### config.mk
export PLATFORM = sky130hd
export DESIGN_NAME = current_voltage_monitor_alarm
export DESIGN_NICKNAME = d
export VERILOG_FILES = /design/src/hdl/cvm_pkg.sv /design/src/hdl/cvm_cell.sv /design/src/hdl/cvm_window.sv /design/src/hdl/cvm_alarm.sv /design/src/hdl/current_voltage_monitor_alarm.sv
export SDC_FILE = /design/constraint.sdc
export NUM_CORES = 1
export LEC_CHECK = 0
export ABC_CLOCK_PERIOD_IN_PS = 9900
export BUFFER_PORTS_ARGS = -buffer_cell sky130_fd_sc_hd__buf_4
export CORE_ASPECT_RATIO = 0.75
export CORE_MARGIN = 4
export CORE_UTILIZATION = 55
export DETAILED_ROUTE_END_ITERATION = 10
export PLACE_DENSITY = 0.76
export SYNTH_ARGS = -nofsm -noshare
export SYNTH_HDL_FRONTEND = slang
export SYNTH_SLANG_ARGS = --single-unit
### constraint.sdc
create_clock -name clk -period 9.9 [get_ports clk]
set_clock_uncertainty 0.2 [all_clocks]
set_input_delay 0.99 -clock clk [delete_from_list [all_inputs] [get_ports clk]]
set_output_delay 0.99 -clock clk [all_outputs]
set_load 0.01 [all_outputs]
### src/hdl/cvm_pkg.sv
// Shared types and scaling constants for the current/voltage monitor.
`default_nettype none

package cvm_pkg;

    // Field widths
    localparam int MV_W        = 12;
    localparam int CUR_W       = 13;
    localparam int VOLT_W      = 7;
    localparam int CFG_INDEX_W = 2;
    localparam int CFG_DATA_W  = 13;

    // Sample kinds
    localparam logic CMD_CURRENT = 1'b0;
    localparam logic CMD_VOLTAGE = 1'b1;

    // Configuration register indexes
    localparam logic [CFG_INDEX_W-1:0] CFG_ALARM_ENABLE  = 2'd0;
    localparam logic [CFG_INDEX_W-1:0] CFG_ALARM_LEVEL   = 2'd1;
    localparam logic [CFG_INDEX_W-1:0] CFG_RECOVER_LEVEL = 2'd2;

    // ADC full scale in millivolts
    localparam logic [MV_W-1:0] MV_SCALE = 12'd3300;

    // mv*40/21 and mv*21/1000 as one multiply by a folded reciprocal.
    // mv*40 stays below 2^18 and mv*21 below 2^17; the ceil reciprocals carry
    // errors of 5 and 272, small enough that the floor is exact over those ranges.
    localparam int CUR_NUM    = 40;
    localparam int CUR_DEN    = 21;
    localparam int CUR_SHIFT  = 22;
    localparam int VOLT_NUM   = 21;
    localparam int VOLT_DEN   = 1000;
    localparam int VOLT_SHIFT = 27;
    localparam int SCALE_W    = 23;
    localparam int PROD_W     = MV_W + SCALE_W;

    localparam logic [SCALE_W-1:0] CUR_MUL =
        SCALE_W'(CUR_NUM * (((1 << CUR_SHIFT) + CUR_DEN - 1) / CUR_DEN));
    localparam logic [SCALE_W-1:0] VOLT_MUL =
        SCALE_W'(VOLT_NUM * (((1 << VOLT_SHIFT) + VOLT_DEN - 1) / VOLT_DEN));

    // Zero offset of the current sensor, in mA
    localparam logic [CUR_W-1:0] CUR_OFFSET = 13'd80;

    typedef struct packed {
        logic              alarm_enable;
        logic [CUR_W-1:0]  alarm_level;
        logic [CUR_W-1:0]  recover_level;
    } cvm_cfg_t;

    // Item handed from the averaging stage to the output stage
    typedef struct packed {
        logic              load;
        logic              cmd;
        logic [CUR_W-1:0]  avg;
        logic [VOLT_W-1:0] volt;
    } cvm_stage_t;

endpackage

`default_nettype wire

### src/hdl/cvm_cell.sv
// One cell of the current sample window: holds a sample, passes it on shift.
`default_nettype none

module cvm_cell (
    input  wire logic                     clk,
    input  wire logic                     rst_n,
    input  wire logic                     shift_en,
    input  wire logic [cvm_pkg::CUR_W-1:0] d,
    output logic      [cvm_pkg::CUR_W-1:0] q
);
    import cvm_pkg::*;

    logic [CUR_W-1:0] data_reg;

    always_ff @(posedge clk or negedge rst_n)
    begin
        if (!rst_n)
        begin
            data_reg <= '0;
        end
        else if (shift_en)
        begin
            data_reg <= d;
        end
    end

    assign q = data_reg;

endmodule

`default_nettype wire

### src/hdl/cvm_window.sv
// Row of window cells with a running sum of their contents.
`default_nettype none

module cvm_window #(
    parameter int DEPTH = 3
) (
    input  wire logic                                          clk,
    input  wire logic                                          rst_n,
    input  wire logic                                          shift_en,
    input  wire logic [cvm_pkg::CUR_W-1:0]                      sample,
    output logic      [cvm_pkg::CUR_W+$clog2(DEPTH)-1:0]        sum
);
    import cvm_pkg::*;

    localparam int SumW = CUR_W + $clog2(DEPTH);

    logic [CUR_W-1:0] tap [DEPTH];
    logic [SumW-1:0]  sum_reg;
    logic [SumW-1:0]  sum_next;
    logic [SumW:0]    sum_calc;

    genvar k;
    generate
        for (k = 0; k < DEPTH; k++)
        begin : g_cell
            if (k == 0)
            begin : g_head
                cvm_cell u_cell (
                    .clk      (clk),
                    .rst_n    (rst_n),
                    .shift_en (shift_en),
                    .d        (sample),
                    .q        (tap[k])
                );
            end
            else
            begin : g_body
                cvm_cell u_cell (
                    .clk      (clk),
                    .rst_n    (rst_n),
                    .shift_en (shift_en),
                    .d        (tap[k-1]),
                    .q        (tap[k])
                );
            end
        end
    endgenerate

    // new sample enters, the oldest one drops off the end of the row
    assign sum_calc = {1'b0, sum_reg} + (SumW+1)'(sample) - (SumW+1)'(tap[DEPTH-1]);
    assign sum_next = sum_calc[SumW-1:0];

    always_ff @(posedge clk or negedge rst_n)
    begin
        if (!rst_n)
        begin
            sum_reg <= '0;
        end
        else if (shift_en)
        begin
            sum_reg <= sum_next;
        end
    end

    assign sum = sum_reg;

endmodule

`default_nettype wire

### src/hdl/cvm_alarm.sv
// Output stage: offset correction, hysteresis alarm and held readings.
`default_nettype none

module cvm_alarm (
    input  wire logic                        clk,
    input  wire logic                        rst_n,
    input  wire cvm_pkg::cvm_cfg_t           cfg,
    input  wire cvm_pkg::cvm_stage_t         stage,
    output logic      [cvm_pkg::CUR_W-1:0]   current_ma,
    output logic      [cvm_pkg::VOLT_W-1:0]  voltage_v,
    output logic                             alarm
);
    import cvm_pkg::*;

    logic [CUR_W-1:0]  cur_reg;
    logic [CUR_W-1:0]  cur_next;
    logic [VOLT_W-1:0] volt_reg;
    logic [VOLT_W-1:0] volt_next;
    logic              alarm_reg;
    logic              alarm_next;
    logic [CUR_W-1:0]  avg_adj;

    assign avg_adj = (stage.avg > CUR_OFFSET) ? (stage.avg - CUR_OFFSET) : stage.avg;

    always_comb
    begin
        cur_next   = cur_reg;
        volt_next  = volt_reg;
        alarm_next = alarm_reg;
        if (stage.load)
        begin
            if (stage.cmd == CMD_CURRENT)
            begin
                cur_next = avg_adj;
                if (cfg.alarm_enable)
                begin
                    priority if (avg_adj > cfg.alarm_level)
                    begin
                        alarm_next = 1'b1;
                    end
                    else if (avg_adj < cfg.recover_level)
                    begin
                        alarm_next = 1'b0;
                    end
                    else
                    begin
                        alarm_next = alarm_reg;
                    end
                end
            end
            else
            begin
                volt_next = stage.volt;
            end
        end
    end

    always_ff @(posedge clk or negedge rst_n)
    begin
        if (!rst_n)
        begin
            cur_reg   <= '0;
            volt_reg  <= '0;
            alarm_reg <= 1'b0;
        end
        else
        begin
            cur_reg   <= cur_next;
            volt_reg  <= volt_next;
            alarm_reg <= alarm_next;
        end
    end

    assign current_ma = cur_reg;
    assign voltage_v  = volt_reg;
    assign alarm      = alarm_reg;

endmodule

`default_nettype wire

### src/hdl/current_voltage_monitor_alarm.sv
// Top level of the current/voltage monitor with averaged current and alarm.
//
//  channel | direction | handshake              | payload
//  --------+-----------+------------------------+---------------------------------
//  in      | sink      | in_valid / in_stall    | cmd, raw_sample
//  out     | source    | out_valid / out_stall  | current_ma, voltage_v, alarm
//  cfg     | sink      | cfg_valid / cfg_ready  | cfg_index, cfg_data
//
//  One transaction per cycle in and out while out_stall is low. Stages from input
//  acceptance to out_valid: ADC scale, current/voltage scale (one shared
//  multiplier), window shift, divide by window depth, offset and alarm.
//  Each stage holds its item while the next one is full, so a stalled output
//  lets up to four more transactions enter before in_stall rises.
//  Reset clears the window, the held readings, the alarm, the configuration registers
//  and the stage valid flags. cfg_ready is always high.
`default_nettype none

module current_voltage_monitor_alarm #(
    parameter int WINDOW_DEPTH = 3,
    parameter int ADC_BITS     = 12
) (
    input  wire logic                              clk,
    input  wire logic                              rst_n,
    input  wire logic                              in_valid,
    output logic                                   in_stall,
    input  wire logic                              cmd,
    input  wire logic [ADC_BITS-1:0]               raw_sample,
    output logic                                   out_valid,
    input  wire logic                              out_stall,
    output logic      [cvm_pkg::CUR_W-1:0]         current_ma,
    output logic      [cvm_pkg::VOLT_W-1:0]        voltage_v,
    output logic                                   alarm,
    input  wire logic                              cfg_valid,
    output logic                                   cfg_ready,
    input  wire logic [cvm_pkg::CFG_INDEX_W-1:0]   cfg_index,
    input  wire logic [cvm_pkg::CFG_DATA_W-1:0]    cfg_data
);
    import cvm_pkg::*;

    localparam int DivL = $clog2(WINDOW_DEPTH);
    localparam int SumW = CUR_W + DivL;
    localparam int DivS = SumW + DivL;
    localparam int DivM = ((1 << DivS) + WINDOW_DEPTH - 1) / WINDOW_DEPTH;
    localparam logic [SumW:0] DivMul = (SumW+1)'(DivM);
    localparam int AdcW = ADC_BITS + MV_W;

    cvm_cfg_t cfg_reg;

    logic              s1_valid_reg;
    logic              s1_cmd_reg;
    logic [MV_W-1:0]   s1_mv_reg;
    logic              s2_valid_reg;
    logic              s2_cmd_reg;
    logic [CUR_W-1:0]  s2_ma_reg;
    logic [VOLT_W-1:0] s2_volt_reg;
    logic              s3_valid_reg;
    logic              s3_cmd_reg;
    logic [VOLT_W-1:0] s3_volt_reg;
    logic              s4_valid_reg;
    logic              s4_cmd_reg;
    logic [CUR_W-1:0]  s4_avg_reg;
    logic [VOLT_W-1:0] s4_volt_reg;
    logic              out_valid_reg;

    logic              out_free;
    logic              s4_free;
    logic              s3_free;
    logic              s2_free;
    logic              s1_free;
    logic              s4_move;
    logic              s3_move;
    logic              s2_move;
    logic              s1_move;

    logic [AdcW-1:0]    adc_prod;
    logic [SCALE_W-1:0] scale_mul;
    logic [PROD_W-1:0]  scale_prod;
    logic [SumW-1:0]    win_sum;
    logic [2*SumW:0]    div_prod;
    cvm_stage_t         out_stage;

    // Stage moves when it holds an item and the one after it is free
    assign out_free = !out_valid_reg || !out_stall;
    assign s4_move  = s4_valid_reg && out_free;
    assign s4_free  = !s4_valid_reg || s4_move;
    assign s3_move  = s3_valid_reg && s4_free;
    assign s3_free  = !s3_valid_reg || s3_move;
    assign s2_move  = s2_valid_reg && s3_free;
    assign s2_free  = !s2_valid_reg || s2_move;
    assign s1_move  = s1_valid_reg && s2_free;
    assign s1_free  = !s1_valid_reg || s1_move;

    assign in_stall  = !s1_free;
    assign out_valid = out_valid_reg;
    assign cfg_ready = 1'b1;

    always_ff @(posedge clk or negedge rst_n)
    begin
        if (!rst_n)
        begin
            cfg_reg <= '0;
        end
        else if (cfg_valid)
        begin
            unique case (cfg_index)
                CFG_ALARM_ENABLE:  cfg_reg.alarm_enable  <= cfg_data[0];
                CFG_ALARM_LEVEL:   cfg_reg.alarm_level   <= cfg_data;
                CFG_RECOVER_LEVEL: cfg_reg.recover_level <= cfg_data;
                default:           cfg_reg               <= cfg_reg;
            endcase
        end
    end

    // raw * 3300 >> ADC_BITS always stays below 3300
    assign adc_prod = AdcW'(raw_sample) * AdcW'(MV_SCALE);

    assign scale_mul  = (s1_cmd_reg == CMD_CURRENT) ? CUR_MUL : VOLT_MUL;
    assign scale_prod = PROD_W'(s1_mv_reg) * PROD_W'(scale_mul);

    assign div_prod = (2*SumW+1)'(win_sum) * (2*SumW+1)'(DivMul);

    always_ff @(posedge clk or negedge rst_n)
    begin
        if (!rst_n)
        begin
            s1_valid_reg  <= 1'b0;
            s2_valid_reg  <= 1'b0;
            s3_valid_reg  <= 1'b0;
            s4_valid_reg  <= 1'b0;
            out_valid_reg <= 1'b0;
        end
        else
        begin
            if (s1_free)
            begin
                s1_valid_reg <= in_valid;
            end
            if (s2_free)
            begin
                s2_valid_reg <= s1_valid_reg;
            end
            if (s3_free)
            begin
                s3_valid_reg <= s2_valid_reg;
            end
            if (s4_free)
            begin
                s4_valid_reg <= s3_valid_reg;
            end
            if (out_free)
            begin
                out_valid_reg <= s4_valid_reg;
            end
        end
    end

    always_ff @(posedge clk)
    begin
        if (s1_free)
        begin
            s1_cmd_reg <= cmd;
            s1_mv_reg  <= adc_prod[ADC_BITS +: MV_W];
        end
        if (s2_free)
        begin
            s2_cmd_reg  <= s1_cmd_reg;
            s2_ma_reg   <= scale_prod[CUR_SHIFT +: CUR_W];
            s2_volt_reg <= scale_prod[VOLT_SHIFT +: VOLT_W];
        end
        if (s3_free)
        begin
            s3_cmd_reg  <= s2_cmd_reg;
            s3_volt_reg <= s2_volt_reg;
        end
        if (s4_free)
        begin
            s4_cmd_reg  <= s3_cmd_reg;
            s4_avg_reg  <= div_prod[DivS +: CUR_W];
            s4_volt_reg <= s3_volt_reg;
        end
    end

    // window and its sum update as a current transaction enters stage 3
    cvm_window #(
        .DEPTH (WINDOW_DEPTH)
    ) u_window (
        .clk      (clk),
        .rst_n    (rst_n),
        .shift_en (s2_move && (s2_cmd_reg == CMD_CURRENT)),
        .sample   (s2_ma_reg),
        .sum      (win_sum)
    );

    assign out_stage.load = s4_move;
    assign out_stage.cmd  = s4_cmd_reg;
    assign out_stage.avg  = s4_avg_reg;
    assign out_stage.volt = s4_volt_reg;

    cvm_alarm u_alarm (
        .clk        (clk),
        .rst_n      (rst_n),
        .cfg        (cfg_reg),
        .stage      (out_stage),
        .current_ma (current_ma),
        .voltage_v  (voltage_v),
        .alarm      (alarm)
    );

endmodule

`default_nettype wire

==> results.md <==
* Outcome: finished clean
* Core area at 32700 um^2
* Synth cell types at 56
* # H-tree levels at 4
* Data required time at the worst endpoint at 9.86 ns
* CP Data Arrival Time at 6.76 ns
* Number of flops mapped to enable cells by yosys at 56
* Mapped cell area at 18400 um^2
* Slew HR at 10.9%
* Die W at 219 um
* Layout Area Growth over Synthesis at 8.21%
* Clock sinks at 163
* Via count at 11782
* Ratio of cells with drive above 1 in the final layout at 9.69%
* GRT Util Overall at 21.6%
* TritonCTS buffer count at 17
* Minimum clock period at 6.80 ns
* Num ports at 57
* Wire per inst at 16.4 um
* HP Class: register to register
* Slowest cell on crit path: nor2b_1
* Max reg flops at 27
* Tcrit/Tclk final at 68.7%
* RSZ-0062 raised after global routing: false
* CTS tree: yes
* Total wire length at 37300 um
* Post-synth ARST share at 65.6%
* Layout Nets at 2395
* Initial antenna violation count at 1
* Clock Pin Slew Worst Setup and Hold Paths at 0.06 ns
* YS warnings at 0
* Post-CTS setup buffer count at 0
* Prevailing post-synth register cell: dfrtp_1
* Worst-path fanout max at 21
* CP delay by family, top: adder cells
* Final Hold Viols at 0
* Initial Util at 56.3%
* Worst path bufs/invs at 5
* Max cap viols at 0
* Post-synthesis cell count at 1761
* Startpoint Class: register
* Top cell by count, worst path: fa_1
* Endpoint class of the critical path: register
* Top cell type's share of synthesized area at 24.4%
* Count of final setup violators at 0
* DR vias/cell at 5.17
* DR iter-0 viols at 600
* Slew @ Worst Pin at 1.33 ns
* CP peak stage delay at 0.62 ns
* Filler instances at 2708
* Global-route wire length before repair at 63300 um
* Rows at 57
* Yosys reg bits at 163
* RePlAce Congestion at 0.980
* Post_cts resized at 0
* Ant diodes at 0
* Post-DP HPWL at 31800 um
* Die ar. at 36500 um^2
* Root Driver: clkbuf_16
* Max Clk Rate at 0.147 GHz
* Die Span Y at 166 um
* Clock Tree Buf Depth at 2
* Synth Area per Inst at 10.4 um^2
* Crit-path cells: buf_4 -> nor2b_1 -> fa_1 -> inv_1 -> fa_1 -> inv_1 -> fa_1 -> fa_1 -> inv_1 -> fa_1 -> inv_1 -> ha_1 -> a211oi_1 -> o21ai_0 -> a31oi_1 -> a21oi_1 -> nor3_1 -> o211ai_1 -> a21o_1 -> xor2_1
* Seq/Total Area, Yosys at 23.7%
* CTS hold repair buffers at 0
* Largest cells by area after synthesis: fa_1, ha_1, dfrtp_1
* Crit path kind: register to register
* 1st-pass router iterations at 5
* Number of global-route vias before repair at 12794
* Clock Latency Late Sink at 0.42 ns
* Slew Limit Fails at 0
* Routed Antenna Nets at 0
* Gr ovfl total at 0
* Port bufs at 55
* Area leader, netlist: fa_1
* Pin count of the biggest net entering global routing at 84
* Setup TNS at 0 ns
* DRC Markers at 0
area by class of cell:
type / instances / area [um^2] / share of cell area [%]
clock buffer: 20 / 468 / 2.35
multi-input combinational: 1126 / 12200 / 61.5
timing repair buffer: 58 / 435 / 2.19
clock inverter: 12 / 118 / 0.591
inverter: 458 / 1720 / 8.64
sequential: 163 / 4360 / 21.9
tap: 442 / 553 / 2.78
cell usage after synthesis, types with 10 or more instances:
library cell and number:
xor2_1 23, and2_1 10, a21oi_1 54, clkbuf_1 18, nand2b_1 26, dfrtp_1 107, nand4_1 10, o21ai_0 62
edfxtp_1 56, inv_1 458, a21o_1 13, nand2_1 69, a211oi_1 10, nor2_1 50, mux2_2 74, xnor2_1 43
fa_1 224, nor2b_1 14, nor3_1 16, ha_1 314, nand3_1 18
stage by stage:
step	hold WS (ns)	std cells	setup WS [ns]	cell area (um^2)	utilization, %
after global routing	0.238	2279	2.67	19900	60.9
after global placement	0.202	2247	3.38	19300	59.1
after CTS	0.227	2279	3.14	19900	60.9
after floorplan	0.200	1772	3.85	18400	-
after detailed placement	0.211	2247	3.13	19300	59.1
final	0.225	2279	3.10	19900	60.9
final timing paths:
kind / from / endpoint / slack, ns / cells after the start
min in group asynchronous: rst_n / cfg_reg[0]$_DFFE_PN0P_ / 0.35 / 1
max in group asynchronous: rst_n / u_window.sum[7]$_DFFE_PN0P_ / 7.92 / 2
worst min register to register: s3_volt_reg[2]$_DFFE_PP_ / s4_volt_reg[2]$_DFFE_PP_ / 0.22 / 0
worst min-delay path: s3_volt_reg[2]$_DFFE_PP_ / s4_volt_reg[2]$_DFFE_PP_ / 0.22 / 0
worst max-delay path: s1_cmd_reg$_DFFE_PN_ / s2_ma_reg[6]$_DFFE_PP_ / 3.10 / 20
worst max register to register: s1_cmd_reg$_DFFE_PN_ / s2_ma_reg[6]$_DFFE_PP_ / 3.10 / 20
logic make-up after synthesis:
| family | Yosys count | share of synthesized area, % |
|---|---|---|
| compound gates | 186 | 6.12 |
| xor+xnor | 66 | 3.14 |
| fa+ha+maj | 538 | 45.7 |
| buf+inv | 483 | 9.92 |
| flops | 163 | 23.7 |
| mux | 76 | 4.67 |
| other cells | 2 | 0.0408 |
| simple gates | 247 | 6.66 |
layer usage:
layer / share of wire (%) / GRT usage [%] / up-vias / wire length (um)
li1: - / - / 5751 / -
met1: 47 / 30.5 / 5786 / 17600
met2: 47 / 35.1 / 205 / 17500
met3: 4.4 / 4.61 / 38 / 1640
met4: 1.4 / 3.90 / 2 / 515
met5: 0.035 / 0 / - / 13
worst register-to-register path: cells and delay by family, from the launching register on:
kind            cells  cell delay [ns]
fa+ha+maj           6             2.70
compound gates      6             1.23
simple gates        2             1.12
buf+inv             5             0.60
flops               1             0.54
xor+xnor            1             0.15
cell usage in the layout (no fill, tap or decap), drive strengths merged, types with 5 or more instances in the layout:
cell    count
ha        314
nand2b     26
buf        58
nand3      18
or2        10
or3         8
fa        224
conb       13
nor2       50
mux2       75
dfrtp     107
clkinv      5
nand4      10
nor2b      14
a21oi      54
a31oi       9
o21a        9
inv       463
o21ai      62
xor2       23
xnor2      43
clkbuf     20
and3        5
nor3       16
edfxtp     56
a21o       13
a211oi     10
and2       10
nand2      70
Power is not shown: default switching activity piles up to over one toggle a cycle in this logic, so the estimate is an artifact.
